--- config.mk ---
export PLATFORM = sky130hd
export DESIGN_NAME = lux2_rdiv
export DESIGN_NICKNAME = d
export VERILOG_FILES = /design/src/design/assert_macros.svh /design/src/design/lux2_pkg.sv /design/src/design/lux2_rdiv.sv
export SDC_FILE = /design/constraint.sdc
export NUM_CORES = 2
export LEC_CHECK = 0
export BUFFER_PORTS_ARGS = -buffer_cell sky130_fd_sc_hd__buf_2
export CORE_UTILIZATION = 50
export DETAILED_ROUTE_END_ITERATION = 16
export GPL_TIMING_DRIVEN = 0
export PLACE_DENSITY_LB_ADDON = 0.3
export SYNTH_ARGS = -nofsm -noshare
export SYNTH_HDL_FRONTEND = slang
export SYNTH_SLANG_ARGS = --single-unit
export TNS_END_PERCENT = 1
--- constraint.sdc ---
create_clock -name clk -period 3.3 [get_ports clk]
set_clock_uncertainty 0.05 [all_clocks]
set_input_delay 0.66 -clock clk [delete_from_list [all_inputs] [get_ports clk]]
set_output_delay 0.66 -clock clk [all_outputs]
set_load 0.02 [all_outputs]
--- src/design/assert_macros.svh ---
`ifndef ASSERT_MACROS_SVH
`define ASSERT_MACROS_SVH

// check a property at every clock edge outside reset
`define ASSERT_ALWAYS(label, prop, msg) \
	label: assert property (@(posedge clk) disable iff (!arst_n) (prop)) else $error(msg);

// check that a condition implies a consequence in the same cycle
`define ASSERT_IMPLY(label, ante, cons, msg) \
	label: assert property (@(posedge clk) disable iff (!arst_n) (ante) |-> (cons)) else $error(msg);

`endif

--- src/design/lux2_pkg.sv ---
`timescale 1ns / 1ps

package lux2_pkg;

	localparam int unsigned POW_DEPTH  = 64;
	localparam int unsigned POW_IDX_W  = $clog2(POW_DEPTH);
	localparam longint unsigned POW_SPAN = 2 * (POW_DEPTH - 1);
	localparam int unsigned POW_SPAN_W = $clog2(POW_SPAN + 1);

	localparam int unsigned CNT_W  = 16;
	localparam int unsigned FRAC_W = 16;
	localparam int unsigned POW_W  = 16;

	localparam int unsigned RQ_W = FRAC_W + POW_IDX_W;
	localparam int unsigned RN_W = CNT_W + RQ_W;

	localparam int unsigned COEF_W = 13;
	localparam int unsigned PROD_W = COEF_W + CNT_W;
	localparam int unsigned PN_W   = PROD_W + FRAC_W;
	localparam int unsigned DIFF_W = 44;
	localparam int unsigned GAIN_SHIFT = 4;
	localparam int unsigned NUM_W  = DIFF_W + GAIN_SHIFT;

	localparam int unsigned DEN_W = 25;
	localparam int unsigned QQ_W  = 29;

	// lux divisor is 1024 * K; divide by K through a reciprocal product
	localparam int unsigned DEN_SHIFT = 10;
	localparam int unsigned QA_W   = NUM_W - DEN_SHIFT;
	localparam int unsigned QL_W   = 19;
	localparam int unsigned QAH_W  = QA_W - QL_W;
	localparam int unsigned RCP_W  = 39;
	localparam int unsigned RCPH_W = RCP_W - QL_W;
	localparam int unsigned QMID_W = QL_W + RCPH_W + 1;
	localparam int unsigned QP_W   = QA_W + RCP_W;

	localparam longint unsigned DK_14MS  = 850;
	localparam longint unsigned DK_101MS = 6300;
	localparam longint unsigned DK_402MS = 25000;
	localparam int unsigned RS_14MS  = QA_W + 10;
	localparam int unsigned RS_101MS = QA_W + 13;
	localparam int unsigned RS_402MS = QA_W + 15;
	localparam logic [RCP_W-1:0] RCP_14MS =
		RCP_W'(((64'd1 << RS_14MS) + DK_14MS - 64'd1) / DK_14MS);
	localparam logic [RCP_W-1:0] RCP_101MS =
		RCP_W'(((64'd1 << RS_101MS) + DK_101MS - 64'd1) / DK_101MS);
	localparam logic [RCP_W-1:0] RCP_402MS =
		RCP_W'(((64'd1 << RS_402MS) + DK_402MS - 64'd1) / DK_402MS);

	localparam int unsigned LUX_W = 25;
	localparam logic [LUX_W-1:0] LUX_MAX = {LUX_W{1'b1}};

	localparam logic [COEF_W-1:0] K_POW_POS = 13'd3040;
	localparam logic [COEF_W-1:0] K_POW_NEG = 13'd6200;
	localparam logic [COEF_W-1:0] K_L61_POS = 13'd2240;
	localparam logic [COEF_W-1:0] K_L61_NEG = 13'd3100;
	localparam logic [COEF_W-1:0] K_L80_POS = 13'd1280;
	localparam logic [COEF_W-1:0] K_L80_NEG = 13'd1530;
	localparam logic [COEF_W-1:0] K_L130_POS = 13'd146;
	localparam logic [COEF_W-1:0] K_L130_NEG = 13'd112;

	typedef enum logic [1:0] {
		IT_14MS  = 2'd0,
		IT_101MS = 2'd1,
		IT_402MS = 2'd2
	} int_time_t;

	typedef enum logic {
		REG_INT_TIME  = 1'b0,
		REG_HIGH_GAIN = 1'b1
	} cfg_reg_t;

	typedef enum logic [2:0] {
		BR_ZERO = 3'd0,
		BR_POW  = 3'd1,
		BR_L61  = 3'd2,
		BR_L80  = 3'd3,
		BR_L130 = 3'd4
	} branch_t;

	typedef struct packed {
		logic [CNT_W-1:0] c0;
		logic [CNT_W-1:0] c1;
		branch_t          branch;
		logic             sat;
	} rsb_t;

	typedef logic [POW_W-1:0] pow_tab_t [POW_DEPTH];

	function automatic pow_tab_t build_pow_tab();
		pow_tab_t tab;
		longint unsigned x;
		longint unsigned v;
		longint unsigned y;
		longint unsigned t;
		longint unsigned y2;
		longint unsigned y4;
		longint unsigned p5;
		int i;
		int b;
		for (i = 0; i < POW_DEPTH; i++) begin
			x = (64'(i) << 30) / POW_SPAN;
			v = (x * x) >> 30;
			y = 0;
			for (b = 30; b >= 0; b--) begin
				t  = y | (64'd1 << b);
				y2 = (t * t) >> 30;
				y4 = (y2 * y2) >> 30;
				p5 = (y4 * t) >> 30;
				if (t <= (64'd1 << 30) && p5 <= v) begin
					y = t;
				end
			end
			tab[i] = POW_W'((((x * y) >> 30) + (64'd1 << 13)) >> 14);
		end
		return tab;
	endfunction

	localparam pow_tab_t POW_TAB = build_pow_tab();

	function automatic logic [CNT_W-1:0] sat_limit(input logic [1:0] it);
		logic [CNT_W-1:0] lim;
		unique case (it)
			IT_14MS:  lim = 16'd5047;
			IT_101MS: lim = 16'd37177;
			default:  lim = 16'd65535;
		endcase
		return lim;
	endfunction

	function automatic logic [DEN_W-1:0] den_of(input logic [1:0] it);
		logic [DEN_W-1:0] den;
		unique case (it)
			IT_14MS:  den = 25'd870400;
			IT_101MS: den = 25'd6451200;
			default:  den = 25'd25600000;
		endcase
		return den;
	endfunction

endpackage

--- src/design/lux2_rdiv.sv ---
`timescale 1ns / 1ps

module lux2_rdiv (
	input  logic                    clk,
	input  logic                    arst_n,
	input  logic                    en,
	input  logic                    in_valid,
	input  lux2_pkg::rsb_t          in_sb,
	input  logic [lux2_pkg::RN_W-1:0] in_num,
	output logic                    out_valid,
	output lux2_pkg::rsb_t          out_sb,
	output logic [lux2_pkg::RQ_W-1:0] out_quo
);
	import lux2_pkg::*;

	function automatic logic [RN_W-1:0] rd_step(input logic [RN_W-1:0] w,
		input logic [CNT_W-1:0] d);
		logic [CNT_W:0] t;
		logic [CNT_W:0] r;
		logic           ge;
		t  = {w[RN_W-1:RQ_W], w[RQ_W-1]};
		ge = t >= {1'b0, d};
		r  = ge ? t - {1'b0, d} : t;
		return {r[CNT_W-1:0], w[RQ_W-2:0], ge};
	endfunction

	logic [RN_W-1:0] work_s [RQ_W];
	rsb_t            sb_s   [RQ_W];
	logic            v_s    [RQ_W];

	for (genvar k = 0; k < RQ_W; k++) begin : g_stage
		logic [RN_W-1:0] w_in;
		rsb_t            sb_in;
		logic            v_in;
		if (k == 0) begin : g_first
			assign w_in  = in_num;
			assign sb_in = in_sb;
			assign v_in  = in_valid;
		end else begin : g_next
			assign w_in  = work_s[k-1];
			assign sb_in = sb_s[k-1];
			assign v_in  = v_s[k-1];
		end

		always_ff @(posedge clk or negedge arst_n) begin
			if (!arst_n) begin
				v_s[k] <= 1'b0;
			end else if (en) begin
				v_s[k] <= v_in;
			end
		end

		always_ff @(posedge clk) begin
			if (en) begin
				work_s[k] <= rd_step(w_in, sb_in.c0);
				sb_s[k]   <= sb_in;
			end
		end
	end

	assign out_valid = v_s[RQ_W-1];
	assign out_sb    = sb_s[RQ_W-1];
	assign out_quo   = work_s[RQ_W-1][RQ_W-1:0];

endmodule

# Word level (Yosys, flattened, before mapping)
# Memory sizes are Yosys's and may differ from the RTL's.
# Index checks and enable logic that the tools add are counted.
totals:
  ff_bits: 22
  ramBits: 1628
  in_bits: 78
  out_inout_bits: 59
  elab_cells: 92
  n_memories: 2
mem_list:
  columns: ["name", "depth", "width", "read_ports", "rd_ports_with_merged_regs", "write_ports", "line_no", "text"]
  rows:
  - ["work_s", 22, 38, 22, 0, 22, "lux2_rdiv.sv:27", "logic [RN_W-1:0] work_s [RQ_W];"]
  - ["sb_s", 22, 36, 22, 0, 22, "lux2_rdiv.sv:28", "rsb_t sb_s [RQ_W];"]
op_classes:
  n_addsub: 22
  magnitude_cmp: 22
  mux: 24
ops:
  columns: ["op", "n"]
  rows:
  - ["17-bit by 16-bit greater-or-equal comparator with 1-bit output", 22]
  - ["16-bit 2-to-1 mux", 22]
  - ["16-bit subtractor", 22]
  - ["1-bit 2-to-1 mux", 2]

# Longest topological paths before layout
logic_depth:
  depth_word: 2
  ltp_mapped: 13

# Least setup slack after synthesis
# OpenSTA, ideal clock, no wires.
synth_path:
  kind: "in2reg"
  startpoint: "input port in_sb[26] in the netlist's numbering"
  endpoint: "memory work_s[0][30] in the netlist's numbering (data pin)"
  setup_time_ps: 260
  arrival_time_ps: 2962
  setup_slack_ps: 28
  stages: 13
  cell_sequence: "inv_1 -> ha_1 -> a21o_1 -> a21o_1 -> a21oi_1 -> nor3b_1 -> a211oi_1 -> o31ai_1 -> a21oi_1 -> o22a_1 -> buf_2 -> buf_6 -> mux2_2"
synth_rtl:
  columns: ["element", "line_no", "text"]
  rows:
  - ["start, declared", "lux2_rdiv.sv:8", "input lux2_pkg::rsb_t in_sb,"]
  - ["end, declared", "lux2_rdiv.sv:27", null]

==> impl_metrics.json <==
{
  "status": "finished, violations left",
  "vias": 36273,
  "yosysUniqueCellTypes": 76,
  "antenna_left": 0,
  "reg2reg_to": "work_s[1][264]",
  "avgSynthCellArea_um2": 15.3,
  "final_core_util": 0.582,
  "drive_gt1_frac": 0.169,
  "worst-setup-path-type": "reg -> reg",
  "ys_top_cells_by_count": "edfxtp_1 (1612), inv_1 (461), ha_1 (352)",
  "cts_tree": "yes",
  "worstMarginPinSlew_ps": 1130,
  "die_y_um": 374,
  "numPortBuffers": 136,
  "fmax_ghz": 0.297,
  "rows": 136,
  "antenna_found_initial": 0,
  "first_pass_iters": 5,
  "worstPathArrival_ps": 3860,
  "crit_fanout": 4,
  "r2r_slack_ps": -70,
  "startpoint_type": "flop",
  "place_area_um2": 72500,
  "ir_drop_mv": 0.527,
  "finalSetupViolCount": 4,
  "power_frac_comb": 0.318,
  "p_per_area_nw_per_um2": 895,
  "track_usage": 0.163,
  "grt_first_pass_wirelength_mm": 183,
  "cts.clk_slew.worst_paths_ps": 60,
  "netlist.area_leader.share": 0.699,
  "violations": "negative setup slack",
  "synth-async-reset-ratio": 0.0135,
  "wl_per_cell_um": 16.7,
  "routed_wl_mm": 114,
  "slew_viol_final": 0,
  "min_to": "sb_s[0][21]",
  "cts_root_buf": "clkbuf_16",
  "synthTopCellsByArea": "edfxtp_1 (70%), ha_1 (6.4%), mux2_2 (3.6%), inv_1 (2.5%), xnor2_1 (2.0%)",
  "holdCritPathClass": "in -> reg",
  "cts_num_sinks": 1634,
  "cts.path.max_buffers": 3,
  "fin_crit_sh": 1.02,
  "p_int_uw": 49900,
  "gp_congestion": 0.897,
  "numCtsBuffers": 170,
  "drc_errors": 0,
  "synth_edf_count": 1612,
  "htree_levels": 4,
  "ys.warnings.count": 0,
  "ys_dominant_reg_cell": "edfxtp_1",
  "yosysTopAreaCell": "edfxtp_1",
  "synthToLayoutAreaGrowth_pct": 15.5,
  "finalHoldViolations": 0,
  "r2r-start": "sb_s[6][58]",
  "power_frac_clock": 0.272,
  "endpoint_kind": "flop",
  "dp_hpwl_mm": 76.0,
  "power_frac_seq": 0.410,
  "p_switching_uw": 21800,
  "grt_start_max_net_pins": 197,
  "crit_required_ps": 3790,
  "yosysSeqAreaShare": 0.707,
  "relSlewSlack": 0.248,
  "cap_viol_max_count": 0,
  "place_ws_ps": -1060,
  "initial_utilization": 0.504,
  "synth_cells": 4529,
  "min_from": "in_sb[21]",
  "core-area_um2": 137000,
  "period_minus_slack_ps": 3370,
  "io_pins": 137,
  "final_area_um2": 80100,
  "netlist_area_um2": 69300,
  "ys_seq_elements": 1634,
  "yosys.cell_count.top_type": "edfxtp_1",
  "reg2reg_depth": 11,
  "overflow": 0,
  "drt_iter0_drc": 2473,
  "swShare": 0.304,
  "die_w_um": 374,
  "tns_ps": -104,
  "layout.nets": 5377,
  "antenna_cells": 0,
  "synth_nets": 4980,
  "holdPathStages": 1,
  "viasPerCell": 5.28,
  "setup_slack_ps": -67.9,
  "leakagePower_uw": 0.0307,
  "die_area_um2": 140000,
  "grt_pass1_vias": 35662,
  "grt_setup_unrepaired": "yes",
  "clk_latency_ps": 800
}
## through the flow
step,power (µW),instances,hold WS (ps)
after floorplan,45500,4529,314
after global placement,51300,6459,350
after detailed placement,50800,6468,355
after CTS,71600,6855,2.42
after global routing,75700,6866,16.3
final,71600,6866,64.0
## flip-flops by register name, summed over array words and instances (netlist names)
| signal | flops |
|---|---|
| work_s | 820 |
| sb_s | 792 |
| g_stage.v_in | 21 |
| out_valid | 1 |
## repair_timing
item                                    CTS  global route
pin swaps                                31            25
resized for setup                       116           125
hold endpoints to repair                 78             0
gates cloned                              1             1
endpoints found under the setup margin  325           292
buffers inserted                         11            10
hold buffers                             57             0
## routing by layer
metal  up-vias  share of wire  global-route usage
met2       761           0.47               0.261
met5         -              0                   0
met1     17558           0.46               0.222
met3       214          0.047              0.0304
met4         0          0.027              0.0618
li1      17740              -                   -
## placed cells by master (no fill, tap or decap), types with 57 or more instances in the layout
cell type | netlist | routed
o21ai_0 | 165 | 149
xnor2_1 | 156 | 156
inv_1 | 461 | 456
buf_2 | 23 | 139
a21o_1 | 87 | 87
edfxtp_1 | 1612 | 1612
dlygate4sd3_1 | 0 | 57
ha_1 | 352 | 339
xor2_1 | 80 | 80
a21oi_1 | 207 | 193
nor2_1 | 257 | 253
mux2_2 | 224 | 224
nand2_1 | 176 | 175
clkbuf_16 | 0 | 172
## power by group through the flow
stage	clock [µW]	sequential (µW)	combinational [µW]
2_1_floorplan	0	29100	16400
3_3_place_gp	0	30700	20600
3_5_place_dp	0	29800	21000
4_1_cts	20100	29400	22100
5_1_grt	20900	29700	25100
6_report	19500	29400	22800
## critical path, cell delays in order, from the launching register on
cell	delay (ps)
edfxtp_1	380
inv_1	60
ha_1	340
nor2b_1	150
o21ai_0	230
a21boi_0	200
o41ai_1	380
o21ai_0	270
o41ai_2	470
o22a_1	220
o21ai_0	90
mux2_2	280
## layout make-up
type	instances	area, µm²
multi-input cells	2386	19100
fillers	10586	57400
plain buffers	47	444
inverters	462	1730
clock buffers	205	4450
repair buffers	225	1760
flip-flops and latches	1634	49000
well taps	1794	2240
clock inverters	113	1410
## logic make-up (layout without fill, tap and decap cells)
| group | Yosys count | count (layout) | synth area share |
|---|---|---|---|
| fa+ha+maj | 373 | 373 | 0.0696 |
| buf+inv | 509 | 1052 | 0.0288 |
| xor+xnor | 236 | 236 | 0.0298 |
| flops | 1634 | 1634 | 0.707 |
| simple gates | 762 | 762 | 0.0522 |
| compound gates | 747 | 747 | 0.0698 |
| mux | 268 | 268 | 0.0431 |
## worst max-delay path by stage
| stage | start | depth (start not counted) | endpoint |
|---|---|---|---|
| CTS | work_s[0][135] | 12 | work_s[0][188] |
| global placement | en | 2 | g_stage[21].v_in |
| detailed placement | en | 6 | g_stage[8].v_in |
| floorplan | in_sb[26] | 13 | work_s[0][30] |
| global route | sb_s[6][58] | 11 | work_s[1][264] |
| finish | sb_s[6][58] | 11 | work_s[1][264] |
Power figures use the tool's default switching activity.
