**src/design/assert_macros.svh**
```systemverilog
`ifndef ASSERT_MACROS_SVH
`define ASSERT_MACROS_SVH

// check a property at every clock edge outside reset
`define ASSERT_ALWAYS(label, prop, msg) \
	label: assert property (@(posedge clk) disable iff (!arst_n) (prop)) else $error(msg);

// check that a condition implies a consequence in the same cycle
`define ASSERT_IMPLY(label, ante, cons, msg) \
	label: assert property (@(posedge clk) disable iff (!arst_n) (ante) |-> (cons)) else $error(msg);

`endif

```
**src/design/lux2_pkg.sv**
```systemverilog
`timescale 1ns / 1ps

package lux2_pkg;

	localparam int unsigned POW_DEPTH  = 64;
	localparam int unsigned POW_IDX_W  = $clog2(POW_DEPTH);
	localparam longint unsigned POW_SPAN = 2 * (POW_DEPTH - 1);
	localparam int unsigned POW_SPAN_W = $clog2(POW_SPAN + 1);

	localparam int unsigned CNT_W  = 16;
	localparam int unsigned FRAC_W = 16;
	localparam int unsigned POW_W  = 16;

	localparam int unsigned RQ_W = FRAC_W + POW_IDX_W;
	localparam int unsigned RN_W = CNT_W + RQ_W;

	localparam int unsigned COEF_W = 13;
	localparam int unsigned PROD_W = COEF_W + CNT_W;
	localparam int unsigned PN_W   = PROD_W + FRAC_W;
	localparam int unsigned DIFF_W = 44;
	localparam int unsigned GAIN_SHIFT = 4;
	localparam int unsigned NUM_W  = DIFF_W + GAIN_SHIFT;

	localparam int unsigned DEN_W = 25;
	localparam int unsigned QQ_W  = 29;

	// lux divisor is 1024 * K; divide by K through a reciprocal product
	localparam int unsigned DEN_SHIFT = 10;
	localparam int unsigned QA_W   = NUM_W - DEN_SHIFT;
	localparam int unsigned QL_W   = 19;
	localparam int unsigned QAH_W  = QA_W - QL_W;
	localparam int unsigned RCP_W  = 39;
	localparam int unsigned RCPH_W = RCP_W - QL_W;
	localparam int unsigned QMID_W = QL_W + RCPH_W + 1;
	localparam int unsigned QP_W   = QA_W + RCP_W;

	localparam longint unsigned DK_14MS  = 850;
	localparam longint unsigned DK_101MS = 6300;
	localparam longint unsigned DK_402MS = 25000;
	localparam int unsigned RS_14MS  = QA_W + 10;
	localparam int unsigned RS_101MS = QA_W + 13;
	localparam int unsigned RS_402MS = QA_W + 15;
	localparam logic [RCP_W-1:0] RCP_14MS =
		RCP_W'(((64'd1 << RS_14MS) + DK_14MS - 64'd1) / DK_14MS);
	localparam logic [RCP_W-1:0] RCP_101MS =
		RCP_W'(((64'd1 << RS_101MS) + DK_101MS - 64'd1) / DK_101MS);
	localparam logic [RCP_W-1:0] RCP_402MS =
		RCP_W'(((64'd1 << RS_402MS) + DK_402MS - 64'd1) / DK_402MS);

	localparam int unsigned LUX_W = 25;
	localparam logic [LUX_W-1:0] LUX_MAX = {LUX_W{1'b1}};

	localparam logic [COEF_W-1:0] K_POW_POS = 13'd3040;
	localparam logic [COEF_W-1:0] K_POW_NEG = 13'd6200;
	localparam logic [COEF_W-1:0] K_L61_POS = 13'd2240;
	localparam logic [COEF_W-1:0] K_L61_NEG = 13'd3100;
	localparam logic [COEF_W-1:0] K_L80_POS = 13'd1280;
	localparam logic [COEF_W-1:0] K_L80_NEG = 13'd1530;
	localparam logic [COEF_W-1:0] K_L130_POS = 13'd146;
	localparam logic [COEF_W-1:0] K_L130_NEG = 13'd112;

	typedef enum logic [1:0] {
		IT_14MS  = 2'd0,
		IT_101MS = 2'd1,
		IT_402MS = 2'd2
	} int_time_t;

	typedef enum logic {
		REG_INT_TIME  = 1'b0,
		REG_HIGH_GAIN = 1'b1
	} cfg_reg_t;

	typedef enum logic [2:0] {
		BR_ZERO = 3'd0,
		BR_POW  = 3'd1,
		BR_L61  = 3'd2,
		BR_L80  = 3'd3,
		BR_L130 = 3'd4
	} branch_t;

	typedef struct packed {
		logic [CNT_W-1:0] c0;
		logic [CNT_W-1:0] c1;
		branch_t          branch;
		logic             sat;
	} rsb_t;

	typedef logic [POW_W-1:0] pow_tab_t [POW_DEPTH];

	function automatic pow_tab_t build_pow_tab();
		pow_tab_t tab;
		longint unsigned x;
		longint unsigned v;
		longint unsigned y;
		longint unsigned t;
		longint unsigned y2;
		longint unsigned y4;
		longint unsigned p5;
		int i;
		int b;
		for (i = 0; i < POW_DEPTH; i++) begin
			x = (64'(i) << 30) / POW_SPAN;
			v = (x * x) >> 30;
			y = 0;
			for (b = 30; b >= 0; b--) begin
				t  = y | (64'd1 << b);
				y2 = (t * t) >> 30;
				y4 = (y2 * y2) >> 30;
				p5 = (y4 * t) >> 30;
				if (t <= (64'd1 << 30) && p5 <= v) begin
					y = t;
				end
			end
			tab[i] = POW_W'((((x * y) >> 30) + (64'd1 << 13)) >> 14);
		end
		return tab;
	endfunction

	localparam pow_tab_t POW_TAB = build_pow_tab();

	function automatic logic [CNT_W-1:0] sat_limit(input logic [1:0] it);
		logic [CNT_W-1:0] lim;
		unique case (it)
			IT_14MS:  lim = 16'd5047;
			IT_101MS: lim = 16'd37177;
			default:  lim = 16'd65535;
		endcase
		return lim;
	endfunction

	function automatic logic [DEN_W-1:0] den_of(input logic [1:0] it);
		logic [DEN_W-1:0] den;
		unique case (it)
			IT_14MS:  den = 25'd870400;
			IT_101MS: den = 25'd6451200;
			default:  den = 25'd25600000;
		endcase
		return den;
	endfunction

endpackage

```
**src/design/lux2_qdiv.sv**
```systemverilog
`timescale 1ns / 1ps

module lux2_qdiv (
	input  logic                       clk,
	input  logic                       arst_n,
	input  logic                       en,
	input  logic                       in_valid,
	input  logic                       in_sat,
	input  logic [lux2_pkg::NUM_W-1:0] in_num,
	input  logic [1:0]                 it,
	output logic                       out_valid,
	output logic                       out_sat,
	output logic [lux2_pkg::QQ_W-1:0]  out_quo
);
	import lux2_pkg::*;

	logic [QA_W-1:0]   a;
	logic [QAH_W-1:0]  a_hi;
	logic [QL_W-1:0]   a_lo;
	logic [RCP_W-1:0]  rcp;
	logic [RCPH_W-1:0] r_hi;
	logic [QL_W-1:0]   r_lo;
	logic [QP_W-1:0]   prod;
	logic [QQ_W-1:0]   quo;

	logic v_s1, v_s2, v_s3;
	logic sat_s1, sat_s2, sat_s3;

	logic [2*QL_W-1:0]         ll_s1, ll_s2;
	logic [QL_W+RCPH_W-1:0]    lh_s1;
	logic [QAH_W+QL_W-1:0]     hl_s1;
	logic [QAH_W+RCPH_W-1:0]   hh_s1, hh_s2;
	logic [QMID_W-1:0]         mid_s2;
	logic [QQ_W-1:0]           quo_s3;

	always_comb begin
		a    = in_num[NUM_W-1:DEN_SHIFT];
		a_hi = a[QA_W-1:QL_W];
		a_lo = a[QL_W-1:0];
		unique case (it)
			IT_14MS:  rcp = RCP_14MS;
			IT_101MS: rcp = RCP_101MS;
			default:  rcp = RCP_402MS;
		endcase
		r_hi = rcp[RCP_W-1:QL_W];
		r_lo = rcp[QL_W-1:0];
	end

	always_comb begin
		prod = {hh_s2, ll_s2} + (QP_W'(mid_s2) << QL_W);
		unique case (it)
			IT_14MS:  quo = QQ_W'(prod >> RS_14MS);
			IT_101MS: quo = QQ_W'(prod >> RS_101MS);
			default:  quo = QQ_W'(prod >> RS_402MS);
		endcase
	end

	always_ff @(posedge clk or negedge arst_n) begin
		if (!arst_n) begin
			v_s1 <= 1'b0;
			v_s2 <= 1'b0;
			v_s3 <= 1'b0;
		end else if (en) begin
			v_s1 <= in_valid;
			v_s2 <= v_s1;
			v_s3 <= v_s2;
		end
	end

	always_ff @(posedge clk) begin
		if (en) begin
			ll_s1  <= a_lo * r_lo;
			lh_s1  <= a_lo * r_hi;
			hl_s1  <= a_hi * r_lo;
			hh_s1  <= a_hi * r_hi;
			sat_s1 <= in_sat;

			mid_s2 <= QMID_W'(lh_s1) + QMID_W'(hl_s1);
			ll_s2  <= ll_s1;
			hh_s2  <= hh_s1;
			sat_s2 <= sat_s1;

			quo_s3 <= quo;
			sat_s3 <= sat_s2;
		end
	end

	assign out_valid = v_s3;
	assign out_sat   = sat_s3;
	assign out_quo   = quo_s3;

endmodule

```
**config.mk**
```make
export PLATFORM = sky130hd
export DESIGN_NAME = lux2_qdiv
export DESIGN_NICKNAME = d
export VERILOG_FILES = /design/src/design/assert_macros.svh /design/src/design/lux2_pkg.sv /design/src/design/lux2_qdiv.sv
export SDC_FILE = /design/constraint.sdc
export NUM_CORES = 2
export LEC_CHECK = 0
export BUFFER_PORTS_ARGS = -buffer_cell sky130_fd_sc_hd__buf_2
export CORE_MARGIN = 3
export CORE_UTILIZATION = 55
export CTS_BUF_LIST = sky130_fd_sc_hd__clkbuf_8
export DETAILED_ROUTE_END_ITERATION = 10
export PLACE_DENSITY = 0.73
export SETUP_SLACK_MARGIN = 0.15
export SLEW_MARGIN = 20
export SYNTH_ARGS = -nofsm -noshare
export SYNTH_HDL_FRONTEND = slang
export SYNTH_SLANG_ARGS = --single-unit
```
**constraint.sdc**
```tcl
create_clock -name clk -period 2.9 [get_ports clk]
set_input_delay 0.87 -clock clk [delete_from_list [all_inputs] [get_ports clk]]
set_output_delay 0.87 -clock clk [all_outputs]
set_load 0.02 [all_outputs]
```
Word-level counts from Yosys, hierarchy flattened --
Cells that the tools add are included.
Storage, ports and cells: bits in registers 306, input bits 55, logic and storage cells 24
Operators by class: $mul 4, muxes and demuxes 2, reductions and logical operators 1, add/sub/neg operators 2, eq/ne operators 1
Operators with widths (count):
- 19-bit by 20-bit multiplier with 39-bit output | 2
- 77-bit by 59-bit adder with 77-bit output | 1
- 19-bit by 19-bit multiplier with 38-bit output | 2
- 37-bit one-hot mux with 2 select lines | 1
- 29-bit one-hot mux with 2 select lines | 1
- 39-bit by 38-bit adder with 40-bit output | 1
- 2-bit by 1-bit equality test with 1-bit output (second input constant) | 1
- 2-bit zero test | 1

Logic depth before layout (Yosys ltp) --
depth after elaboration 3, depth in mapped cells 31, gate-level depth less buffers 28

Least setup slack after synthesis --
OpenSTA, ideal clock, no wires.
path type input -> register, start point input port it[0], end point register hh_s1[36] (data pin), required time 2.637 ns, path buffers 4, arrival 7.571 ns, cell stages on the path 27, path slack -4.934 ns, path through buf_2 inv_1 clkbuf_1 nand2_1 clkbuf_1 buf_1 nand2_1 inv_1 fa_1 fa_1 inv_1 fa_1 fa_1 fa_1 fa_1 inv_1 ha_1 a21o_1 a21oi_2 o21a_1 nor3_1 a2111oi_2 a21oi_1 o41a_1 a221o_1 o41ai_2 xnor2_1
On the way: longest elaborated chain between the ends 3, elaborated cells between the ends (all ways) 4, those cells by class mul: 1; eq/ne: 1; mux: 1; reduce/logical: 1
RTL lines:
- start, declared | line lux2_qdiv.sv:10 | input logic [1:0] it,
- 2-bit by 1-bit equality test with 1-bit output / 2-bit zero test (equally long branches) | line lux2_qdiv.sv:40 | unique case (it)
- 37-bit one-hot mux with 2 select lines * | line lux2_qdiv.sv:40
- 19-bit by 20-bit multiplier with 39-bit output * | line lux2_qdiv.sv:75 | hh_s1 <= a_hi * r_hi;
- end signal, assigned | line lux2_qdiv.sv:75
- end, declared | line lux2_qdiv.sv:32 | logic [QAH_W+RCPH_W-1:0] hh_s1, hh_s2;
Every way passes the cells marked *; elsewhere a longest branch is shown, timed or not. A chain may end at the register's enable or synchronous reset.

Final worst setup path --
start point input port it[1], end point register hl_s1[32] (data pin)
On the way: longest elaborated chain between the ends 3, elaborated cells between the ends (all ways) 4, those cells by class mul: 1; eq/ne: 1; mux: 1; reduce/logical: 1
RTL lines:
- 2-bit by 1-bit equality test with 1-bit output / 2-bit zero test (equally long branches) | line lux2_qdiv.sv:40
- 37-bit one-hot mux with 2 select lines * | line lux2_qdiv.sv:40
- 19-bit by 19-bit multiplier with 38-bit output * | line lux2_qdiv.sv:74 | hl_s1 <= a_hi * r_lo;
- end signal, assigned | line lux2_qdiv.sv:74
- end, declared | line lux2_qdiv.sv:31 | logic [QAH_W+QL_W-1:0] hl_s1;
Marked as above.

==> flow_summary.yaml <==
grt:
  grt_max_degree: 57
  grtUsageMet1: 0.471
  met2_usage: 0.487
  busiest_layer: "met2"
  grt_use_total: 0.330
  antenna_found_initial: 3
  groute.layer.met3.usage: 0.107
  grt_pass1_vias: 39800
  grt_overflow: 0
  grt_pass1_wl_um: 225000
route:
  drtIter0Drc: 2998
  final_antenna_net_count: 0
  wl_um: 152000
  post_drt_wl_per_cell_um: 21.1
  routed-via-count: 38200
  remaining_drc_errors: 0
  drtPass1Iterations: 5
  via_per_inst: 5.30
floorplanning:
  die_h_um: 304
  io-pin-count: 86
  initial_utilization: 0.558
  die_width_um: 304
  rows: 108
  core_um2: 87300
  dieArea_um2: 92200
critical_path:
  cp.required_ns: 3.27
  reg2reg_from: "mid_s2[24]"
  critPathTopFamily: "adder cells"
  crit_cells: 30
  critPathArrivalTime_ns: 7.12
  critical-path-max-stage-delay_ns: 0.56
  slowest_stage: "fa_1"
  timing.rr.end: "out_quo[22]"
  startpoint_type: "primary input"
  crit_path_start: "it[1]"
  worst_path_most_repeated_cell: "fa_1"
  cp_num_buf_inv: 12
  end_kind: "flip-flop"
  crit_path_end: "hl_s1[32]"
  crit_fanout: 6
  path_class: "in2reg"
  ff2ff_path_depth: 13
  r2r_slack_ns: -0.72
synthesis:
  ys_warn_count: 0
  syn_inst: 4855
  async_reset_ff_frac: 0.0113
  yosys_register_bits: 265
  synth-edff-count: 262
  synth_ff_type: "edfxtp_1"
  synth_seq_area_share: 0.163
  synth.avg_cell_area_um2: 10.0
  synth_cell_types: 74
  syn_area_um2: 48700
clocking:
  clkLatencyLatePin_ns: 0.65
  cts_buffers: 47
  root_buffer: "clkbuf_8"
  clk_pin_slew_ns: 0.06
  cts_tree: "yes"
  cts_buffer_depth: 3
  cts_max_level: 2
  cts_sinks: 265
finish:
  final_common_cell: "inv_1"
  fin_cells: 7219
  num-fill-cells: 6200
  final_nets: 7694
  seq_area_um2: 7940
  syn_to_final_growth_pct: 31.2
  final_cell_mix: "1,435 x inv_1, 968 x buf_4, 828 x fa_1"
  multi_input_area_um2: 38600
  drive_gt1_frac: 0.302
flow_run:
  cap_violations: 0
timing:
  skew_ns: 0.0447
  tightest_slew_ns: 0.988
  clock.fmax_mhz: 148
  drv_slew: 0
  fin_crit_sh: 2.33
  rsz0062_at_grt: "true"
  setup_tns_ns: -392.81
  relSlewSlack: 0.332
  hold_violations: 0
  setup-violations-final: 170
  hold_slack_ns: 0.400
  worst_slack_ns: -3.86
  post-route-min-period_ns: 6.76
status:
  status: "finished with violations"
  violations: "setup timing"
worst_hold_path:
  hp-class: "reg2reg"
placed_design:
  place_ws_ns: -4.76
  hpwl_um: 128000
  gp_congestion: 1.01
  dp_cells: 7047
  portBuffers: 75
==> synth_stat cells, drive strengths merged, types with 4 or more instances <==
library cell / instances / area share
inv: 1514 / 0.12
fa: 868 / 0.36
ha: 742 / 0.19
nand2: 312 / 0.024
edfxtp: 262 / 0.16
nor2: 178 / 0.014
a21oi: 153 / 0.016
xnor2: 121 / 0.022
a21o: 98 / 0.015
o21ai: 91 / 0.0093
xor2: 59 / 0.011
clkbuf: 49 / 0.0038
nand3: 34 / 0.0035
o21a: 33 / 0.0051
nor3: 28 / 0.0029
a211oi: 23 / 0.0036
nand2b: 22 / 0.0028
o21bai: 21 / 0.0032
nor2b: 20 / 0.0026
a31oi: 19 / 0.0026
and3: 19 / 0.0024
o211ai: 19 / 0.0029
nand4: 17 / 0.0022
buf: 12 / 0.0010
and2: 11 / 0.0014
or3: 10 / 0.0014
mux2i: 8 / 0.0016
a41oi: 7 / 0.0013
o31ai: 7 / 0.0011
or2: 7 / 0.00090
a2111oi: 6 / 0.0012
o2111ai: 6 / 0.0012
o22ai: 6 / 0.00077
a21boi: 5 / 0.00077
a211o: 4 / 0.00072
a221oi: 4 / 0.00085
a22oi: 4 / 0.00062
a311oi: 4 / 0.00085
a31o: 4 / 0.00072
and4: 4 / 0.00072
o221ai: 4 / 0.00072
o31a: 4 / 0.00072
==> worst min path at each step <==
stage / slack, ns / to / startpoint / depth (start not counted)
6_report: 0.40 / hh_s2[19] / hh_s1[19] / 0
5_1_grt: 0.38 / sat_s1 / in_sat / 1
4_1_cts: 0.37 / hh_s2[17] / hh_s1[17] / 0
3_5_place_dp: 0.40 / ll_s2[20] / ll_s1[20] / 0
3_3_place_gp: 0.40 / hh_s2[34] / hh_s1[34] / 0
2_1_floorplan: 0.40 / hh_s2[10] / hh_s1[10] / 0
==> timing repair <==
action | in CTS | in global routing
endpoints found under the setup margin | 177 | 179
hold buffers | 1 | 0
hold endpoints to repair | 3 | 0
pin swaps | 107 | 234
cloned | 0 | 2
gates resized for setup | 241 | 501
buffers inserted | 26 | 59
==> cell type report <==
cell class                      instances  share of cell area
Multi-Input combinational cell       3039               0.604
Sequential cell                       265               0.124
Clock buffer                           48              0.0103
Tap cell                             1155              0.0226
Clock inverter                         35             0.00317
Timing Repair Buffer                 1162               0.146
Inverter                             1514              0.0894
Antenna cell                            1           0.0000392
==> sequential cells by signal (all words and copies together), names as in the netlist <==
name	flops
mid_s2	40
hh_s1	38
hh_s2	38
hl_s1	38
lh_s1	38
out_quo	29
ll_s1	19
ll_s2	19
out_sat	1
out_valid	1
sat_s1	1
sat_s2	1
v_s1	1
v_s2	1
==> per-stage QoR <==
stage	utilization	area [um^2]
after floorplan	-	49600
after global placement	0.673	58800
after detailed placement	0.673	58800
after CTS	0.698	61000
after global routing	0.732	63900
final	0.732	63900
==> cells by family (layout without fill, tap and decap cells) <==
group,Yosys count,count (layout),synth area share
AOI/OAI and AO/OA,542,542,0.0734
muxes,11,11,0.00234
other,2,27,0.000154
xor gates and xnor gates,180,180,0.0324
adders and majority gates,1610,1610,0.547
buffers and inverters,1575,2759,0.121
and+or+nand+nor,670,670,0.0599
DFF,265,265,0.163
==> per-layer routing <==
metal | up-vias | wire length [um] | share of wire
met5 | - | 13 | 0.000085
met4 | 2 | 4660 | 0.031
met3 | 270 | 16700 | 0.11
met2 | 1611 | 67200 | 0.44
met1 | 19000 | 63800 | 0.42
li1 | 17300 | - | -
Power is not shown: default switching activity piles up to over one toggle a cycle in this logic, so the estimate is an artifact.
