File: src/design/assert_macros.svh
`ifndef ASSERT_MACROS_SVH
`define ASSERT_MACROS_SVH

// check a property at every clock edge outside reset
`define ASSERT_ALWAYS(label, prop, msg) \
	label: assert property (@(posedge clk) disable iff (!arst_n) (prop)) else $error(msg);

// check that a condition implies a consequence in the same cycle
`define ASSERT_IMPLY(label, ante, cons, msg) \
	label: assert property (@(posedge clk) disable iff (!arst_n) (ante) |-> (cons)) else $error(msg);

`endif

File: src/design/lux2_pkg.sv
`timescale 1ns / 1ps

package lux2_pkg;

	localparam int unsigned POW_DEPTH  = 64;
	localparam int unsigned POW_IDX_W  = $clog2(POW_DEPTH);
	localparam longint unsigned POW_SPAN = 2 * (POW_DEPTH - 1);
	localparam int unsigned POW_SPAN_W = $clog2(POW_SPAN + 1);

	localparam int unsigned CNT_W  = 16;
	localparam int unsigned FRAC_W = 16;
	localparam int unsigned POW_W  = 16;

	localparam int unsigned RQ_W = FRAC_W + POW_IDX_W;
	localparam int unsigned RN_W = CNT_W + RQ_W;

	localparam int unsigned COEF_W = 13;
	localparam int unsigned PROD_W = COEF_W + CNT_W;
	localparam int unsigned PN_W   = PROD_W + FRAC_W;
	localparam int unsigned DIFF_W = 44;
	localparam int unsigned GAIN_SHIFT = 4;
	localparam int unsigned NUM_W  = DIFF_W + GAIN_SHIFT;

	localparam int unsigned DEN_W = 25;
	localparam int unsigned QQ_W  = 29;

	// lux divisor is 1024 * K; divide by K through a reciprocal product
	localparam int unsigned DEN_SHIFT = 10;
	localparam int unsigned QA_W   = NUM_W - DEN_SHIFT;
	localparam int unsigned QL_W   = 19;
	localparam int unsigned QAH_W  = QA_W - QL_W;
	localparam int unsigned RCP_W  = 39;
	localparam int unsigned RCPH_W = RCP_W - QL_W;
	localparam int unsigned QMID_W = QL_W + RCPH_W + 1;
	localparam int unsigned QP_W   = QA_W + RCP_W;

	localparam longint unsigned DK_14MS  = 850;
	localparam longint unsigned DK_101MS = 6300;
	localparam longint unsigned DK_402MS = 25000;
	localparam int unsigned RS_14MS  = QA_W + 10;
	localparam int unsigned RS_101MS = QA_W + 13;
	localparam int unsigned RS_402MS = QA_W + 15;
	localparam logic [RCP_W-1:0] RCP_14MS =
		RCP_W'(((64'd1 << RS_14MS) + DK_14MS - 64'd1) / DK_14MS);
	localparam logic [RCP_W-1:0] RCP_101MS =
		RCP_W'(((64'd1 << RS_101MS) + DK_101MS - 64'd1) / DK_101MS);
	localparam logic [RCP_W-1:0] RCP_402MS =
		RCP_W'(((64'd1 << RS_402MS) + DK_402MS - 64'd1) / DK_402MS);

	localparam int unsigned LUX_W = 25;
	localparam logic [LUX_W-1:0] LUX_MAX = {LUX_W{1'b1}};

	localparam logic [COEF_W-1:0] K_POW_POS = 13'd3040;
	localparam logic [COEF_W-1:0] K_POW_NEG = 13'd6200;
	localparam logic [COEF_W-1:0] K_L61_POS = 13'd2240;
	localparam logic [COEF_W-1:0] K_L61_NEG = 13'd3100;
	localparam logic [COEF_W-1:0] K_L80_POS = 13'd1280;
	localparam logic [COEF_W-1:0] K_L80_NEG = 13'd1530;
	localparam logic [COEF_W-1:0] K_L130_POS = 13'd146;
	localparam logic [COEF_W-1:0] K_L130_NEG = 13'd112;

	typedef enum logic [1:0] {
		IT_14MS  = 2'd0,
		IT_101MS = 2'd1,
		IT_402MS = 2'd2
	} int_time_t;

	typedef enum logic {
		REG_INT_TIME  = 1'b0,
		REG_HIGH_GAIN = 1'b1
	} cfg_reg_t;

	typedef enum logic [2:0] {
		BR_ZERO = 3'd0,
		BR_POW  = 3'd1,
		BR_L61  = 3'd2,
		BR_L80  = 3'd3,
		BR_L130 = 3'd4
	} branch_t;

	typedef struct packed {
		logic [CNT_W-1:0] c0;
		logic [CNT_W-1:0] c1;
		branch_t          branch;
		logic             sat;
	} rsb_t;

	typedef logic [POW_W-1:0] pow_tab_t [POW_DEPTH];

	function automatic pow_tab_t build_pow_tab();
		pow_tab_t tab;
		longint unsigned x;
		longint unsigned v;
		longint unsigned y;
		longint unsigned t;
		longint unsigned y2;
		longint unsigned y4;
		longint unsigned p5;
		int i;
		int b;
		for (i = 0; i < POW_DEPTH; i++) begin
			x = (64'(i) << 30) / POW_SPAN;
			v = (x * x) >> 30;
			y = 0;
			for (b = 30; b >= 0; b--) begin
				t  = y | (64'd1 << b);
				y2 = (t * t) >> 30;
				y4 = (y2 * y2) >> 30;
				p5 = (y4 * t) >> 30;
				if (t <= (64'd1 << 30) && p5 <= v) begin
					y = t;
				end
			end
			tab[i] = POW_W'((((x * y) >> 30) + (64'd1 << 13)) >> 14);
		end
		return tab;
	endfunction

	localparam pow_tab_t POW_TAB = build_pow_tab();

	function automatic logic [CNT_W-1:0] sat_limit(input logic [1:0] it);
		logic [CNT_W-1:0] lim;
		unique case (it)
			IT_14MS:  lim = 16'd5047;
			IT_101MS: lim = 16'd37177;
			default:  lim = 16'd65535;
		endcase
		return lim;
	endfunction

	function automatic logic [DEN_W-1:0] den_of(input logic [1:0] it);
		logic [DEN_W-1:0] den;
		unique case (it)
			IT_14MS:  den = 25'd870400;
			IT_101MS: den = 25'd6451200;
			default:  den = 25'd25600000;
		endcase
		return den;
	endfunction

endpackage

File: src/design/lux2_form.sv
`timescale 1ns / 1ps
`include "assert_macros.svh"

module lux2_form (
	input  logic                      clk,
	input  logic                      arst_n,
	input  logic                      en,
	input  logic                      in_valid,
	input  lux2_pkg::rsb_t            in_sb,
	input  logic [lux2_pkg::RQ_W-1:0] in_quo,
	input  logic                      high_gain,
	input  logic [lux2_pkg::DEN_W-1:0] den,
	output logic                      out_valid,
	output logic                      out_sat,
	output logic [lux2_pkg::NUM_W-1:0] out_num
);
	import lux2_pkg::*;

	logic [POW_IDX_W-1:0] idx;
	logic [POW_IDX_W-1:0] idx_n;
	logic                 clamp;
	logic [POW_W-1:0]     base;

	logic             v_s1, v_s2, v_s3, v_s4;
	logic             sat_s1, sat_s2, sat_s3, sat_s4;
	branch_t          branch_s1, branch_s2;
	logic [CNT_W-1:0] c0_s1, c1_s1;
	logic [POW_W-1:0] t0_s1, d_s1;
	logic [FRAC_W-1:0] frac_s1;

	logic [POW_W+FRAC_W-1:0] interp;
	logic [COEF_W-1:0] kp, kn;
	logic [CNT_W-1:0]  nsel;
	logic [POW_W-1:0]  pt_s2;
	logic [PROD_W-1:0] pc_s2, nl_s2;

	logic [PN_W-1:0] pos_s3, neg_s3;
	logic [PN_W-1:0] diff;
	logic [NUM_W-1:0] num_s4;

	always_comb begin
		idx   = in_quo[RQ_W-1:FRAC_W];
		clamp = idx >= POW_IDX_W'(POW_DEPTH - 1);
		idx_n = clamp ? idx : idx + POW_IDX_W'(1);
		base  = POW_TAB[idx];
	end

	always_comb begin
		interp = d_s1 * frac_s1;
		unique case (branch_s1)
			BR_POW: begin
				kp = K_POW_POS;
				kn = K_POW_NEG;
			end
			BR_L61: begin
				kp = K_L61_POS;
				kn = K_L61_NEG;
			end
			BR_L80: begin
				kp = K_L80_POS;
				kn = K_L80_NEG;
			end
			BR_L130: begin
				kp = K_L130_POS;
				kn = K_L130_NEG;
			end
			default: begin
				kp = '0;
				kn = '0;
			end
		endcase
		nsel = (branch_s1 == BR_POW) ? c0_s1 : c1_s1;
	end

	always_comb begin
		diff = (neg_s3 >= pos_s3) ? '0 : pos_s3 - neg_s3;
	end

	always_ff @(posedge clk or negedge arst_n) begin
		if (!arst_n) begin
			v_s1 <= 1'b0;
			v_s2 <= 1'b0;
			v_s3 <= 1'b0;
			v_s4 <= 1'b0;
		end else if (en) begin
			v_s1 <= in_valid;
			v_s2 <= v_s1;
			v_s3 <= v_s2;
			v_s4 <= v_s3;
		end
	end

	always_ff @(posedge clk) begin
		if (en) begin
			t0_s1     <= base;
			d_s1      <= POW_TAB[idx_n] - base;
			frac_s1   <= in_quo[FRAC_W-1:0];
			c0_s1     <= in_sb.c0;
			c1_s1     <= in_sb.c1;
			branch_s1 <= in_sb.branch;
			sat_s1    <= in_sb.sat;

			pt_s2     <= t0_s1 + interp[POW_W+FRAC_W-1:FRAC_W];
			pc_s2     <= kp * c0_s1;
			nl_s2     <= kn * nsel;
			branch_s2 <= branch_s1;
			sat_s2    <= sat_s1;

			pos_s3 <= {pc_s2, FRAC_W'(0)};
			neg_s3 <= (branch_s2 == BR_POW) ? PN_W'(nl_s2 * pt_s2) : {nl_s2, FRAC_W'(0)};
			sat_s3 <= sat_s2;

			num_s4 <= (high_gain ? NUM_W'(diff[DIFF_W-1:0])
				: {diff[DIFF_W-1:0], GAIN_SHIFT'(0)}) + NUM_W'(den >> 1);
			sat_s4 <= sat_s3;
		end
	end

	assign out_valid = v_s4;
	assign out_sat   = sat_s4;
	assign out_num   = num_s4;

	`ASSERT_IMPLY(a_pow_pos_range, in_valid && in_sb.branch == BR_POW, in_quo <= RQ_W'((POW_DEPTH - 1) << FRAC_W), "ratio position beyond table span")

endmodule

File: config.mk
export PLATFORM = sky130hd
export DESIGN_NAME = lux2_form
export DESIGN_NICKNAME = d
export VERILOG_FILES = /design/src/design/lux2_pkg.sv /design/src/design/lux2_form.sv
export VERILOG_INCLUDE_DIRS = /design/src /design/src/design
export SDC_FILE = /design/constraint.sdc
export NUM_CORES = 2
export LEC_CHECK = 0
export BUFFER_PORTS_ARGS = -buffer_cell sky130_fd_sc_hd__buf_2
export CORE_MARGIN = 2
export CORE_UTILIZATION = 56
export DETAILED_ROUTE_END_ITERATION = 10
export GPL_TIMING_DRIVEN = 0
export PLACE_DENSITY_LB_ADDON = 0.15
export SYNTH_ARGS = -nofsm -noshare
export SYNTH_HDL_FRONTEND = slang
export SYNTH_SLANG_ARGS = --single-unit
File: constraint.sdc
create_clock -name clk -period 7.2 [get_ports clk]
set_input_delay 0.72 -clock clk [delete_from_list [all_inputs] [get_ports clk]]
set_output_delay 0.72 -clock clk [all_outputs]
set_load 0.1 [all_outputs]
---- Yosys cells after proc, flatten, opt, wreduce, memory -nomap -nowiden ----
Memories as Yosys holds them, arrays and structs flattened.
Cells that the tools add are included.
word-level totals
  register bits ........................... 290
  bits in read-only memories .............. 2,048
  bits of input ports ..................... 88
  output and inout port bits .............. 50
  word-level logic and storage cells ...... 55
  memories kept ........................... 2
memory list
  memory            depth  width  read ports  clocked after memory_dff  wr ports  RTL line         RTL
  (name not given)  64     16     1           0                         0         lux2_form.sv:96  d_s1 <= POW_TAB[idx_n] - base;
  (name not given)  64     16     1           0                         0         lux2_form.sv:45  base = POW_TAB[idx];
cells by class
  $add $sub $neg .......................... 5
  multipliers ............................. 4
  magnitude comparators ................... 4
  equal/unequal tests ..................... 5
  mux-type cells .......................... 11
  bitwise logic cells ..................... 2
operator list
  kind                                                                   number
  16-bit 2-to-1 mux                                                      5
  13-bit by 16-bit multiplier with 29-bit output                         2
  13-bit one-hot mux with 4 select lines                                 1
  48-bit by 24-bit adder with 48-bit output                              1
  48-bit 2-to-1 mux                                                      1
  12-bit one-hot mux with 4 select lines                                 1
  45-bit greater-or-equal comparator                                     1
  29-bit by 16-bit multiplier with 45-bit output                         1
  45-bit 2-to-1 mux                                                      1
  44-bit 2-to-1 mux                                                      1
  44-bit subtractor                                                      1
  16-bit by 16-bit multiplier with 32-bit output                         1
  16-bit adder                                                           1
  16-bit subtractor                                                      1
  7-bit greater-or-equal comparator, second input constant               2
  6-bit inverter with 7-bit output                                       2
  6-bit by 1-bit adder with 6-bit output, second input constant          1
  3-bit by 1-bit equality test with 1-bit output, second input constant  2
  3-bit by 2-bit equality test with 1-bit output, second input constant  2
  6-bit greater-or-equal comparator, second input constant               1
  6-bit 2-to-1 mux                                                       1
  3-bit equality test, second input constant                             1

---- Depth between registers and ports, before layout ----
  depth in word-level cells ............... 7
  depth in mapped cells ................... 37
  mapped depth without buffers ............ 36

---- Least setup slack after synthesis ----
Ideal clock, no wire load.
  kind .................................... reg-to-reg
  from .................................... reg frac_s1[1]
  to ...................................... reg pt_s2[15] (data pin)
  library setup time ...................... 0.273 ns
  data arrival time ....................... 7.573 ns
  data required time ...................... 6.927 ns
  setup slack ............................. -0.646 ns
  stages on the path, launching flop included .. 32
  buffers on the path ..................... 1
  period minus slack after synthesis ...... 7.846 ns
  cell sequence ........................... edfxtp_1 > clkbuf_1 > nand2_1 > fa_1 > fa_1 > fa_1 > fa_1 > inv_1 > fa_1 > inv_1 > fa_1 > inv_1 > ha_1 > a21o_1 > a311o_1 > a311o_1 > and3_1 > nor2_1 > nor2b_1 > o21ai_0 > nand2b_1 > a211oi_1 > nor2_1 > ha_1 > inv_1 > o21a_1 > o21ai_0 > o41ai_1 > o2111ai_1 > a21oi_1 > xnor2_1 > xnor2_1
between the ends
  cells in the longest elaborated chain, start to end .. 2
RTL lines
  element                                         RTL line          RTL
  from (decl)                                     lux2_form.sv:29   logic [FRAC_W-1:0] frac_s1;
  from (signal assigned)                          lux2_form.sv:97   frac_s1 <= in_quo[FRAC_W-1:0];
  16-bit by 16-bit multiplier with 32-bit output  lux2_form.sv:49   interp = d_s1 * frac_s1;
  16-bit adder                                    lux2_form.sv:103  pt_s2 <= t0_s1 + interp[POW_W+FRAC_W-1:FRAC_W];
  to (signal assigned)                            lux2_form.sv:103
  to (decl)                                       lux2_form.sv:34   logic [POW_W-1:0] pt_s2;
Every way passes these cells.
A chain may end at the register's enable or synchronous reset.

---- Worst setup path in the final report ----
  from .................................... reg frac_s1[4]
  to ...................................... reg pt_s2[15] (data pin)
The elaborated chain is that of the path after synthesis.

==> results.cfg <==
[logic_synthesis]
synthArstFlopShare_pct = 1.404
ys_types = 102
synth_flop_cell = edfxtp_1
yosysWarnings = 0
avgSynthCellArea_um2 = 9.158
yosysSeqAreaShare_pct = 16.99
syn_area_mm2 = 0.05025
ys_ff_latch = 285
synth_nets = 6881
synth_edf_count = 281
yosys-top-cells-area = fa_1 (31%), edfxtp_1 (17%), ha_1 (13%), inv_1 (7.7%), nand2_1 (5.7%)
yosysTopAreaCellShare_pct = 31.04
synth_top_area_cell = fa_1
synthCells = 5487

[sta]
final.setup.tns_ps = -3429
setup_viol = 7
fin_skew_ps = 60.57
worst_pin_slew_ps = 1373
setup_ws_ps = -696.7
rsz0062_at_grt = yes
hold_viol_final = 0
max_freq_mhz = 126.6
period_share_pct = 109.7
drv_slew = 0
layout_min_cycle_time_ps = 7897
maxSlewHeadroom_pct = 8.279

[grt]
antenna_found_initial = 8
grt-ovfl-total = 0
grt_pass1_wl_um = 219200
grt_max_degree = 105
track_usage_pct = 30.93
grt_pass1_vias = 39350

[route]
drtAntennaViolNets = 0
drt_iter0_markers = 3182
wl_per_cell_um = 20.00
vias = 39420
first_pass_iters = 6
drc = 0
via_per_inst = 5.640
postRouteWirelength_um = 139800

[place]
finalWeightedCongestion = 0.9661
hpwl_um = 110900
portBuffers = 134

[floorplan]
initial_core_util_pct = 56.68
die_area_mm2 = 0.09214
ios = 138
die_width_um = 303.5
coreArea_mm2 = 0.08865
die_y_um = 303.5
rows = 109

[worst_setup_path]
slowest_delay_ps = 540
cp-start-kind = flop
cpMostUsedCell = fa_1
slowest_stage = fa_1
path_max_fanout = 4
crit_path_end_kind = flop
crit_required_ps = 7510
startpoint = frac_s1[4]$_DFFE_PP_
worstSetupPathType = reg -> reg
worstPathArrival_ps = 8200
r2r-start = frac_s1[4]$_DFFE_PP_

[hold_path]
min_from = in_quo[5]
hp-class = in -> reg

[finish]
drive_gt1_share_pct = 11.70
nets = 7188
area_growth_pct = 11.57

[clock_tree]
path_clk_slew_ps = 70
insertion_delay_ps = 630
numCtsBuffers = 35
htreeDepth = 2
clock-sinks = 285
cts_tree = yes
cts.root.buffer_cell = clkbuf_16
ctsLongestPathBuffers = 3

[flow_run]
maxCapViolCount = 0

[status]
run_status = complete, but fails checks
failed_checks = negative setup slack
## sequential cells by signal, indices dropped and copies added, names as in the netlist, 16 cells and up
signal and flops:
out_num 48, neg_s3 44, nl_s2 28, pc_s2 28, pos_s3 28, c0_s1 16, c1_s1 16, d_s1 16
frac_s1 16, pt_s2 16
## worst paths after layout
check                                       end  slack, ps  depth (start not counted)
max                         pt_s2[15]$_DFFE_PP_       -700                         32
min                        frac_s1[5]$_DFFE_PP_        260                          1
max reg2reg                 pt_s2[15]$_DFFE_PP_       -700                         32
min reg2reg                pos_s3[18]$_DFFE_PP_        400                          0
max in group asynchronous      v_s3$_DFFE_PN0P_       6610                          2
min in group asynchronous      v_s1$_DFFE_PN0P_        470                          2
## Yosys cell counts (10+ instances only)
| master | count |
|---|---|
| o311ai_0 | 12 |
| a211oi_1 | 30 |
| a21o_1 | 62 |
| nor2_1 | 243 |
| nor3_1 | 60 |
| nand2_1 | 761 |
| xnor2_1 | 123 |
| fa_1 | 779 |
| nand2b_1 | 29 |
| edfxtp_1 | 281 |
| xor2_1 | 68 |
| and2_1 | 333 |
| buf_1 | 12 |
| and3_1 | 59 |
| ha_1 | 527 |
| o211ai_1 | 18 |
| mux2i_1 | 25 |
| o21a_1 | 24 |
| mux2_2 | 10 |
| a31oi_1 | 32 |
| or2_2 | 32 |
| or3_1 | 10 |
| nand3_1 | 55 |
| nor2b_1 | 43 |
| o21bai_1 | 17 |
| o31ai_1 | 10 |
| a21oi_1 | 203 |
| inv_1 | 1032 |
| clkbuf_1 | 212 |
| o21ai_0 | 167 |
| nand4_1 | 19 |
| nor4_1 | 12 |
## metal layers
metal  routed length (um)  vias up  global-route usage (%)
li1                     -    18100                       -
met1                60280    19450                   44.43
met2                62270     1612                   47.02
met3                12780      249                   6.911
met4                 4400        6                   9.185
met5                   42        -                       0
## worst max-delay path: cells and delay by family, from the launching register on
| kind | cells | cell delay (ps) |
|---|---|---|
| flops | 1 | 450 |
| buf+inv | 5 | 360 |
| fa+ha+maj | 8 | 3320 |
| xor+xnor | 3 | 410 |
| simple gates | 5 | 630 |
| compound gates | 11 | 2380 |
## cells by family after synthesis
kind of cell    after synthesis  share of synthesized area [%]
compound gates              700                          8.987
xor+xnor                    191                          3.329
fa+ha+maj                  1306                          44.16
buf+inv                    1268                          9.589
flops                       285                          16.99
mux                          37                         0.8118
simple gates               1700                          16.13
## cell type report
class,count,area (um2)
multi-input combinational,3934,37680
fill,7660,32590
sequential,285,8538
inverter,1034,3881
timing repair buffer,295,2068
tap,1165,1458
buffer,209,1254
clock buffer,40,894.6
clock inverter,24,286.5
antenna,2,5.005
## metrics by stage
stage                     instances  instance area, um2  hold slack, ps  worst slack, ps  utilization [%]
after CTS                      6944               55240           228.6           -752.5            62.31
after floorplan                5487               50350           400.3           -147.4                -
final                          6988               56060           258.1           -696.7            63.24
after detailed placement       6788               52540           404.5            -2243            59.27
after global placement         6786               52480           401.9            -2119            59.20
after global routing           6988               56060           250.0            -1005            63.24
## what timing repair did
action	in CTS	in global routing
resized for setup	222	193
hold endpoints to repair	4	0
pin swaps	64	81
setup buffers	124	55
endpoints found under the setup margin	58	34
hold buffers	1	0
## placed cells by master, fill, tap and decap left out, types with 42 or more instances in the layout
master,Yosys,routed
clkbuf_2,1,42
and3_1,59,57
and2_1,333,318
ha_1,527,510
inv_1,1032,1019
a21o_1,62,61
nor3_1,60,59
edfxtp_1,281,281
nor2_1,243,235
xor2_1,68,66
fa_1,779,771
clkbuf_1,212,97
xnor2_1,123,119
o21ai_0,167,141
buf_2,1,146
a21oi_1,203,186
nand3_1,55,53
nand2_1,761,754
buf_4,1,138
Power is left out: the tool's default activity adds up to more than one toggle a clock period on the data nets, which glitch-free logic cannot reach.
